### config.mk
export PLATFORM = sky130hd
export DESIGN_NAME = ordered_list_table_engine_unit
export DESIGN_NICKNAME = d
export VERILOG_FILES = /design/src/design/olte_pkg.sv /design/src/design/ordered_list_table_engine_unit.sv
export SDC_FILE = /design/constraint.sdc
export NUM_CORES = 2
export LEC_CHECK = 0
export ABC_AREA = 1
export BUFFER_PORTS_ARGS = -buffer_cell sky130_fd_sc_hd__buf_2
export CAP_MARGIN = 15
export CORE_ASPECT_RATIO = 0.9
export CORE_MARGIN = 1
export CORE_UTILIZATION = 55
export DETAILED_ROUTE_END_ITERATION = 12
export PLACE_DENSITY = 0.71
export SYNTH_ARGS = -nofsm -noshare
export SYNTH_HDL_FRONTEND = slang
export SYNTH_SLANG_ARGS = --single-unit
### constraint.sdc
create_clock -name clk_i -period 7.75 [get_ports clk_i]
set_input_delay 1.55 -clock clk_i [delete_from_list [all_inputs] [get_ports clk_i]]
set_output_delay 1.55 -clock clk_i [all_outputs]
set_load 0.01 [all_outputs]
### src/design/olte_pkg.sv
`default_nettype none

package olte_pkg;

  // Default list depth
  localparam int unsigned DefaultCapacity = 64;

  // Entry count after reset; the first ResetCount entries hold 1..ResetCount
  localparam int unsigned ResetCount = 5;

  // Command codes
  typedef enum logic [2:0] {
    FN_APPEND  = 3'd0,
    FN_INSERT  = 3'd1,
    FN_DELETE  = 3'd2,
    FN_WRITE   = 3'd3,
    FN_REPLACE = 3'd4,
    FN_READ    = 3'd5,
    FN_FIND    = 3'd6,
    FN_UNUSED  = 3'd7
  } olte_func_e;

  // Status codes
  typedef enum logic [2:0] {
    ST_OK        = 3'd0,
    ST_RANGE     = 3'd1,
    ST_PAST_END  = 3'd2,
    ST_FULL      = 3'd3,
    ST_NOT_FOUND = 3'd4
  } olte_status_e;

  // One command request
  typedef struct packed {
    logic [2:0]         func;
    logic [6:0]         position;
    logic signed [31:0] new_value;
    logic signed [31:0] old_value;
  } olte_req_t;

  // One command response
  typedef struct packed {
    logic [2:0]         status;
    logic signed [31:0] read_data;
    logic [6:0]         found_position;
    logic [6:0]         entry_count;
  } olte_rsp_t;

endpackage

`default_nettype wire

### src/design/ordered_list_table_engine_unit.sv
`default_nettype none

// Ordered list of up to CAPACITY signed 32-bit entries held in a single-port-write,
// single-port-read memory, walked by one small sequencer. After reset the unit
// loads the preset entries 1..5 and is not ready meanwhile. One request is taken
// at a time. Append, write, every rejected request and the unused code walk no
// entries. Read walks one entry, insert walks count - position + 1, delete
// count - position and replace count. Find stops at the first match. The walk
// moves one entry per cycle, bounded by the one read and one write port of the
// entry memory. The response sits in an output register, so a new request is
// taken while it waits; the next response is held back until the old one is taken.
module ordered_list_table_engine_unit #(
  parameter int unsigned CAPACITY = olte_pkg::DefaultCapacity
) (
  input  wire                   clk_i,
  input  wire                   rst_ni,
  input  wire                   in_valid_i,
  output logic                  in_ready_o,
  input  olte_pkg::olte_req_t   in_req_i,
  output logic                  out_valid_o,
  input  wire                   out_ready_i,
  output olte_pkg::olte_rsp_t   out_rsp_o
);
  import olte_pkg::*;

  localparam int unsigned AW = $clog2(CAPACITY);
  localparam int unsigned CW = $clog2(CAPACITY + 1);
  localparam int unsigned PW = ((CW > 7) ? CW : 7) + 1;
  localparam logic [PW-1:0] CapW = PW'(CAPACITY);
  localparam logic [CW-1:0] CapC = CW'(CAPACITY);
  localparam logic [2:0] InitLast = 3'(ResetCount - 1);

  typedef enum logic [4:0] {
    S_INIT   = 5'b00001,
    S_IDLE   = 5'b00010,
    S_WALK   = 5'b00100,
    S_FINISH = 5'b01000,
    S_SPARE  = 5'b10000
  } state_e;

  state_e state_q, state_d;

  // Control registers
  logic [CW-1:0] count_q, count_d;
  logic [2:0]    init_q, init_d;
  logic [AW-1:0] idx_q, idx_d;
  logic [CW-1:0] rem_q, rem_d;
  logic          down_q, down_d;
  logic          pend_q, pend_d;
  logic [AW-1:0] pend_addr_q, pend_addr_d;
  logic          any_q, any_d;
  logic          hit_q, hit_d;
  logic          out_valid_q, out_valid_d;

  // Request and result registers
  logic [2:0]         func_q, func_d;
  logic [CW-1:0]      pos_q, pos_d;
  logic signed [31:0] nv_q, nv_d;
  logic signed [31:0] ov_q, ov_d;
  logic [2:0]         status_q, status_d;
  logic [CW-1:0]      found_q, found_d;
  logic signed [31:0] res_data_q, res_data_d;
  olte_rsp_t          out_q, out_d;

  // Entry memory
  logic signed [31:0] mem_q [CAPACITY];
  logic signed [31:0] rdata_q;
  logic               mem_we;
  logic [AW-1:0]      mem_waddr;
  logic signed [31:0] mem_wdata;

  // Request checks
  logic [PW-1:0] posx, cntx;
  logic          range_bad, past_cnt, past_cnt1, is_full;
  logic [CW-1:0] pos_c;
  logic          fin_go;
  logic [CW-1:0] next_count;

  assign posx      = PW'(in_req_i.position);
  assign cntx      = PW'(count_q);
  assign range_bad = (in_req_i.position == 7'd0) || (posx > CapW);
  assign past_cnt  = posx > cntx;
  assign past_cnt1 = posx > (cntx + PW'(1));
  assign is_full   = count_q == CapC;
  assign pos_c     = CW'(in_req_i.position);
  assign fin_go    = !out_valid_q || out_ready_i;

  assign in_ready_o  = state_q == S_IDLE;
  assign out_valid_o = out_valid_q;
  assign out_rsp_o   = out_q;

  // Sequence the walk and the result
  always_comb begin
    state_d     = state_q;
    count_d     = count_q;
    init_d      = init_q;
    idx_d       = idx_q;
    rem_d       = rem_q;
    down_d      = down_q;
    pend_d      = pend_q;
    pend_addr_d = pend_addr_q;
    any_d       = any_q;
    hit_d       = hit_q;
    out_valid_d = out_valid_q;
    func_d      = func_q;
    pos_d       = pos_q;
    nv_d        = nv_q;
    ov_d        = ov_q;
    status_d    = status_q;
    found_d     = found_q;
    res_data_d  = res_data_q;
    out_d       = out_q;
    mem_we      = 1'b0;
    mem_waddr   = idx_q;
    mem_wdata   = nv_q;
    next_count  = count_q;

    // Drop the response once taken
    if (out_valid_q && out_ready_i) begin
      out_valid_d = 1'b0;
    end

    unique case (state_q)
      S_INIT: begin
        // Load the preset entries
        mem_we    = 1'b1;
        mem_waddr = AW'(init_q);
        mem_wdata = 32'(init_q) + 32'sd1;
        init_d    = init_q + 3'd1;
        if (init_q == InitLast) begin
          state_d = S_IDLE;
        end
      end

      S_IDLE: begin
        if (in_valid_i) begin
          func_d     = in_req_i.func;
          pos_d      = pos_c;
          nv_d       = in_req_i.new_value;
          ov_d       = in_req_i.old_value;
          status_d   = ST_OK;
          found_d    = '0;
          res_data_d = '0;
          any_d      = 1'b0;
          hit_d      = 1'b0;
          pend_d     = 1'b0;
          down_d     = 1'b0;
          idx_d      = '0;
          rem_d      = count_q;
          state_d    = S_FINISH;
          unique case (in_req_i.func)
            FN_APPEND: begin
              if (is_full) status_d = ST_FULL;
            end
            FN_INSERT: begin
              if (range_bad) status_d = ST_RANGE;
              else if (past_cnt1) status_d = ST_PAST_END;
              else if (is_full) status_d = ST_FULL;
              else begin
                idx_d   = AW'(count_q - CW'(1));
                rem_d   = CW'(count_q - pos_c + CW'(1));
                down_d  = 1'b1;
                state_d = S_WALK;
              end
            end
            FN_DELETE: begin
              if (range_bad) status_d = ST_RANGE;
              else if (past_cnt) status_d = ST_PAST_END;
              else begin
                idx_d   = AW'(pos_c);
                rem_d   = CW'(count_q - pos_c);
                state_d = S_WALK;
              end
            end
            FN_WRITE: begin
              if (range_bad) status_d = ST_RANGE;
              else if (past_cnt) status_d = ST_PAST_END;
            end
            FN_REPLACE: begin
              state_d = S_WALK;
            end
            FN_READ: begin
              if (range_bad) status_d = ST_RANGE;
              else if (past_cnt) status_d = ST_PAST_END;
              else begin
                idx_d   = AW'(pos_c - CW'(1));
                rem_d   = CW'(1);
                state_d = S_WALK;
              end
            end
            FN_FIND: begin
              state_d = S_WALK;
            end
            default: begin
            end
          endcase
        end
      end

      S_WALK: begin
        // Handle the entry read last cycle
        if (pend_q) begin
          unique case (func_q)
            FN_INSERT: begin
              mem_we    = 1'b1;
              mem_waddr = pend_addr_q + AW'(1);
              mem_wdata = rdata_q;
            end
            FN_DELETE: begin
              mem_we    = 1'b1;
              mem_waddr = pend_addr_q - AW'(1);
              mem_wdata = rdata_q;
            end
            FN_REPLACE: begin
              if (rdata_q == ov_q) begin
                mem_we    = 1'b1;
                mem_waddr = pend_addr_q;
                mem_wdata = nv_q;
                any_d     = 1'b1;
              end
            end
            FN_READ: begin
              res_data_d = rdata_q;
            end
            FN_FIND: begin
              if (rdata_q == nv_q) begin
                hit_d   = 1'b1;
                found_d = CW'(pend_addr_q) + CW'(1);
              end
            end
            default: begin
            end
          endcase
        end
        // Issue the next read or wind up
        if (func_q == FN_FIND && pend_q && rdata_q == nv_q) begin
          pend_d  = 1'b0;
          state_d = S_FINISH;
        end else if (rem_q != '0) begin
          pend_d      = 1'b1;
          pend_addr_d = idx_q;
          idx_d       = down_q ? idx_q - AW'(1) : idx_q + AW'(1);
          rem_d       = rem_q - CW'(1);
        end else begin
          pend_d = 1'b0;
          if (!pend_q) state_d = S_FINISH;
        end
      end

      S_FINISH: begin
        if (fin_go) begin
          status_d = status_q;
          if (func_q == FN_REPLACE && !any_q) status_d = ST_NOT_FOUND;
          if (func_q == FN_FIND && !hit_q) status_d = ST_NOT_FOUND;
          // Commit the final write and the count
          if (status_q == ST_OK) begin
            unique case (func_q)
              FN_APPEND: begin
                mem_we     = 1'b1;
                mem_waddr  = AW'(count_q);
                next_count = count_q + CW'(1);
              end
              FN_INSERT: begin
                mem_we     = 1'b1;
                mem_waddr  = AW'(pos_q - CW'(1));
                next_count = count_q + CW'(1);
              end
              FN_DELETE: begin
                next_count = count_q - CW'(1);
              end
              FN_WRITE: begin
                mem_we    = 1'b1;
                mem_waddr = AW'(pos_q - CW'(1));
              end
              default: begin
              end
            endcase
          end
          count_d              = next_count;
          out_d.status         = status_d;
          out_d.read_data      = (func_q == FN_READ && status_q == ST_OK) ? res_data_q : '0;
          out_d.found_position = hit_q ? 7'(found_q) : 7'd0;
          out_d.entry_count    = 7'(next_count);
          out_valid_d          = 1'b1;
          state_d              = S_IDLE;
        end
      end

      default: begin
        state_d = S_IDLE;
      end
    endcase
  end

  // Hold control state
  always_ff @(posedge clk_i or negedge rst_ni) begin
    if (!rst_ni) begin
      state_q     <= S_INIT;
      count_q     <= CW'(ResetCount);
      init_q      <= '0;
      idx_q       <= '0;
      rem_q       <= '0;
      down_q      <= 1'b0;
      pend_q      <= 1'b0;
      pend_addr_q <= '0;
      any_q       <= 1'b0;
      hit_q       <= 1'b0;
      out_valid_q <= 1'b0;
    end else begin
      state_q     <= state_d;
      count_q     <= count_d;
      init_q      <= init_d;
      idx_q       <= idx_d;
      rem_q       <= rem_d;
      down_q      <= down_d;
      pend_q      <= pend_d;
      pend_addr_q <= pend_addr_d;
      any_q       <= any_d;
      hit_q       <= hit_d;
      out_valid_q <= out_valid_d;
    end
  end

  // Hold request and result payload
  always_ff @(posedge clk_i) begin
    func_q     <= func_d;
    pos_q      <= pos_d;
    nv_q       <= nv_d;
    ov_q       <= ov_d;
    status_q   <= status_d;
    found_q    <= found_d;
    res_data_q <= res_data_d;
    out_q      <= out_d;
  end

  // Write and read the entry memory
  always_ff @(posedge clk_i) begin
    if (mem_we) begin
      mem_q[mem_waddr] <= mem_wdata;
    end
    rdata_q <= mem_q[idx_q];
  end

endmodule

`default_nettype wire
# After elaboration in Yosys (flattened, before gate mapping)
# Memory sizes are Yosys's and may differ from the RTL's. A register that Yosys moved wholly into a read port is not among the register bits.
# Cells that the tools add are included.
totals:
  inputBits: 78
  mem_bits_rw: 2048
  n_memories: 1
  reg_bits: 203
  elab_cells: 208
mem_list:
  columns: ["memory", "depth", "width", "read_ports", "rd_ports_with_merged_regs", "wr", "line_no", "rtl"]
  rows:
  - ["mem_q", 64, 32, 1, 1, 1, "ordered_list_table_engine_unit.sv:66", "logic signed [31:0] mem_q [CAPACITY];"]
classes:
  bitwise: 1
  muxes: 98
  reduce_logical: 35
  n_lt_le_gt_ge: 3
  add_sub_neg: 15
  n_eq_ne: 33
op_table:
  columns: ["operator", "count"]
  rows:
  - ["$mux 32", 5]
  - ["$pmux 32 s2", 2]
  - ["$mux 7", 15]
  - ["$mux 6", 15]
  - ["$eq 32x32->1", 2]
  - ["$pmux 6 s3", 3]
  - ["$pmux 7 s2", 3]
  - ["$mux 5", 6]
  - ["$pmux 6 s2", 2]
  - ["$sub 6x1->6 const B", 4]
  - ["$mux 1", 23]
  - ["$ne 2x2->1 const B", 11]
  - ["$eq 3x3->1 const B", 7]
  - ["$pmux 7 s3", 1]
  - ["$mux 4", 5]
  - ["$pmux 5 s4", 1]
  - ["$mux 3", 6]
  - ["$reduce_and 5->1", 3]
  - ["$add 7x1->7 const B", 2]
  - ["$sub 7x1->7 const B", 2]
  - ["$add 6x1->6 const B", 2]
  - ["$eq 3x2->1 const B", 4]
  - ["$pmux 4 s3", 1]
  - ["$reduce_or 2->1", 5]
  - ["other kinds (32)", 55]

# Logic depth before layout (Yosys ltp)
logic_depth:
  depth_word: 8
  ltp_mapped: 19

# Worst setup path after synthesis
# Ideal clock, no wire load.
synth_timing:
  kind: "in2reg"
  startpoint: "input in_valid_i"
  endpoint: "register res_data_q[0] (enable)"
  path_slack_ns: 1.194
  stages: 4
  setup_time_ns: 0.390
  n_path_buf: 0
  arrival_ns: 6.166
  t_required_ns: 7.360
  cell_sequence: "inv_1 nor2_1 inv_1 nand2_1"
synth_between:
  elab_chain_cells: 2
synth_lines:
  columns: ["element", "line_no", "rtl"]
  rows:
  - ["from (decl)", "ordered_list_table_engine_unit.sv:17", "input wire in_valid_i,"]
  - ["$ne 2x2->1 (no source line)", null, null]
  - ["$reduce_and 4->1 (no source line)", null, null]
  - ["to (signal assigned)", "ordered_list_table_engine_unit.sv:332", "res_data_q <= res_data_d;"]
  - ["to (decl)", "ordered_list_table_engine_unit.sv:62", "logic signed [31:0] res_data_q, res_data_d;"]
# Every way passes these cells.
# A chain may end at the register's enable or synchronous reset.

# Final worst setup path
layout_timing:
  startpoint: "input out_ready_i"
  endpoint: "memory mem_q[30][12] (enable)"
layout_between:
  elab_chain_cells: 5
  elab_cells_between_ends: 7
layout_lines:
  columns: ["element", "line_no", "rtl"]
  rows:
  - ["from (decl)", "ordered_list_table_engine_unit.sv:21", "input wire out_ready_i,"]
  - ["$logic_or 1x1->1 (*)", "ordered_list_table_engine_unit.sv:86", "assign fin_go = !out_valid_q || out_ready_i;"]
  - ["$mux 1", "ordered_list_table_engine_unit.sv:251", "if (fin_go) begin"]
  - ["$pmux 1 s3", "ordered_list_table_engine_unit.sv:123", "unique case (state_q)"]
  - ["$mux 1", "ordered_list_table_engine_unit.sv:338", "if (mem_we) begin"]
  - ["$mux 1 (not written as such)", "ordered_list_table_engine_unit.sv:339", "mem_q[mem_waddr] <= mem_wdata;"]
  - ["to (decl)", "ordered_list_table_engine_unit.sv:66", null]
# Mark *: on every way between the ends. The rest lies on a longest branch, timed or not.

==> metrics.md <==
| Metric | Value |
|---|---|
| Core area | 164800 sq um |
| Die width | 432.4 microns |
| Drt first-iter violations | 9500 |
| LEAKAGE | 33.49 nW |
| Peak VDD IR | 358.1 uV |
| Root Driver | clkbuf_16 |
| Setup bufs post-CTS | 0 |
| FP Rows | 141 |
| Routed vias | 61658 |
| CP startpoint | out_ready_i |
| Syn_nets | 7403 |
| Fmax | 191.9 MHz |
| Final Setup Violations | 0 |
| Layout area overhead | 11.35% |
| WL final | 257700 microns |
| Synth Area in Adders | 0.004393 |
| CTS sink cnt | 2282 |
| H-tree Lvls | 4 |
| Pre-Repair DR Iteration Count | 6 |
| Pins over their slew limit | 0 |
| Slew HR | 0.1777 |
| Hold path cells | 2 |
| Outcome | finished clean |
| RSZ-0062 raised after global routing | no |
| Reg2Reg Depth | 8 |
| Min Tclk post-route | 5.210 ns |
| TritonCTS Buffers | 214 |
| Post-DP HPWL | 143000 microns |
| Ports | 129 |
| Worst-path fanout max | 32 |
| Setup TNS | 0 ns |
| Simple-gate share of the synthesized area | 0.08752 |
| Critical R2R Capture | mem_q[30][12] |
| First-pass GRT wire length | 374900 microns |
| CP endpoint | mem_q[30][12] |
| Prevailing post-synth register cell | edfxtp_1 |
| Initial Util | 0.5566 |
| Post-synth EDFFs | 2212 |
| Hold path startpoint | res_data_q[14] |
| Post-CTS Hold Fix Bufs | 0 |
| Fillers | 12165 |
| Final-report hold violation count | 0 |
| Critical path class | in -> reg |
| Post-route ant nets | 0 |
| Largest family of logic cells by synthesized area | compound AO/OA/AOI/OAI gates |
| Die area | 168400 sq um |
| Layout cell share with drive strength beyond 1 | 0.09591 |
| Post-Synthesis Cells | 7294 |
| Clock skew | 0.05192 ns |
| Mux contribution to synthesized area | 0 |
| Data arrival time of the critical path | 5.68 ns |
| Seq/Total Area, Yosys | 0.7417 |
| Vias in the first global route | 57017 |
| Nature of the critical path endpoint | flip-flop |
| Vias per Instance | 6.361 |
| Clock tree from TritonCTS | yes |
| Max Buffers Root-to-Sink | 3 |
| Async set-reset flop share out of synthesis | 0.01665 |
| CP required | 8.22 ns |
| Largest net degree at the start of global routing | 180 |
| Die Height | 389.4 microns |
| Final Net Count | 7407 |
| Power Dens Cells | 384.3 nW/um^2 |
| Xor/xnor cell area share of the yosys netlist | 0.006098 |
| Post-synthesis compound-gate area fraction | 0.1299 |
| Syn. warnings | 0 |
| R2R Setup Slk | 2.66 ns |
| Initial antenna violation count | 18 |
| Residual DRC | 0 |
| Post-route clock period utilization | 0.6723 |
| Worst Tran Pin Value | 1.230 ns |
| Routed len/inst | 26.58 microns |
| Reg clk slew, reported paths | 0.06 ns |
| Port Buffers | 128 |
| Worst setup SP type | input pin |
| Area share of the largest cell type after synthesis | 0.7243 |
| Clk_lat worst skew | 0.88 ns |
| Syn Std Cell Area | 91710 sq um |
| Post-CTS resize count | 0 |
| GRT Total Usage | 0.3027 |
| Syn Area/Cell | 12.57 sq um |
| Total Power | 39.24 mW |
| Seq cells post-synth | 2282 |
| Gpl congestion | 0.9489 |
| RR Startpoint | state_q[0] |
| Largest area contributor in the netlist | edfxtp_1 |
| Maxcap violations | 0 |
| Overflow left after global routing | 0 |
| Synth top area cells | edfxtp_1 72%, o21ai_0 7.4%, nor2_1 6.4%, o22ai_1 4.5%, clkbuf_1 1.6% |
| Hold Path Class | reg -> reg |
| Synth cell types | 54 |
==> state kept, by name (all words and copies together) (netlist names), 6 cells and up <==
signal	flops
rem_q	7
found_q	7
out_rsp_o	49
pend_addr_q	6
res_data_q	32
ov_q	32
pos_q	6
rdata_q	32
idx_q	6
nv_q	32
count_q	7
mem_q	2048
==> routing by layer <==
metal | share of wire | global-route usage
met5 | 0.00040 | 0
met4 | 0.036 | 0.1064
met3 | 0.15 | 0.08991
met2 | 0.43 | 0.4332
met1 | 0.39 | 0.4416
==> Yosys cell counts, types with 2 or more instances <==
master,count
nand3b_1,4
buf_2,72
buf_1,15
ha_1,29
a31oi_1,16
inv_2,23
a22oi_1,3
o32ai_1,36
fa_1,2
xor2_1,19
nor3_2,3
nor2_2,6
clkinv_1,2
dfstp_2,3
o21ai_1,3
or2_2,4
a21o_1,2
dfxtp_1,32
nand3_2,8
edfxtp_1,2212
nor2_4,3
nand3_1,61
o221ai_1,12
nand2_2,10
nand4_1,24
o211ai_1,9
dfrtp_1,35
a21oi_1,61
xnor2_1,43
o22ai_1,654
clkbuf_1,383
nor2_1,1573
buf_4,2
nor3_1,14
o21ai_0,1361
inv_1,215
nand2_1,323
==> report_power, final <==
group	total [mW]	internal, mW	switching [mW]
sequential	15.4	14.9	0.497
clock	10.1	5.54	4.56
combinational	13.7	3.19	10.5
total	39.2	23.6	15.6
==> worst min-delay path by stage <==
stage,to,slack (ns)
after floorplan,any_q,0.46
after global placement,any_q,0.48
after detailed placement,any_q,0.49
after CTS,out_rsp_o[28],0.51
after global routing,out_rsp_o[13],0.54
final,out_rsp_o[28],0.52
==> per-stage QoR <==
| stage | area, sq um | std cells | setup slack, ns | utilization | hold WS [ns] |
|---|---|---|---|---|---|
| floorplan | 91710 | 7294 | 1.194 | - | 0.4632 |
| global placement | 95320 | 9291 | 2.135 | 0.5785 | 0.4813 |
| detailed placement | 95320 | 9291 | 2.027 | 0.5785 | 0.4928 |
| CTS | 102000 | 9685 | 2.924 | 0.6189 | 0.5139 |
| global route | 102100 | 9692 | 2.644 | 0.6197 | 0.5437 |
| finish | 102100 | 9693 | 2.540 | 0.6198 | 0.5169 |
==> cell usage in the layout (no fill, tap or decap), types with 16 or more instances in the layout <==
cell type  count
xnor2_1       43
nor2_1      1507
a21oi_1       60
nand4_1       24
dfxtp_1       32
ha_1          29
clkbuf_16    218
nand3_1       61
o32ai_1       36
buf_2        128
dfrtp_1       29
clkbuf_1      53
inv_2         24
nor2_4        69
a31oi_1       16
o21ai_0     1361
clkinv_1      66
o22ai_4       28
nand2_1      322
o22ai_1      626
edfxtp_1    2212
buf_4        116
clkinv_2      27
inv_1        209
xor2_1        19
==> critical path: stages <==
cell	delay [ns]
buf_2	0.10
nor2_1	0.34
inv_1	0.17
nand4_2	0.24
nand2_1	0.10
a31oi_1	0.56
nand2_1	0.20
nor2_4	0.24
nand4_1	0.85
nor2_4	1.30
==> layout make-up <==
| type | count | area [sq um] | area share |
|---|---|---|---|
| diodes | 1 | 2.502 | 0.00002450 |
| clock buffers | 273 | 5682 | 0.05564 |
| clock inverters | 121 | 975.9 | 0.009557 |
| inverters | 240 | 925.9 | 0.009066 |
| multi-input cells | 4298 | 21850 | 0.2139 |
| flip-flops and latches | 2282 | 68040 | 0.6663 |
| well taps | 2216 | 2773 | 0.02715 |
| repair buffers | 262 | 1878 | 0.01839 |
==> kinds of logic (layout without fill, tap and decap cells) <==
| family | after synthesis | count (layout) |
|---|---|---|
| flip-flops | 2282 | 2282 |
| AO/OA/AOI/OAI | 2164 | 2164 |
| AND/OR/NAND/NOR | 2040 | 2040 |
| buffers and inverters | 714 | 896 |
| XOR/XNOR | 63 | 63 |
| adder cells (fa/ha/maj) | 31 | 31 |
| other | 0 | 1 |
(Power assumes the default switching activity.)
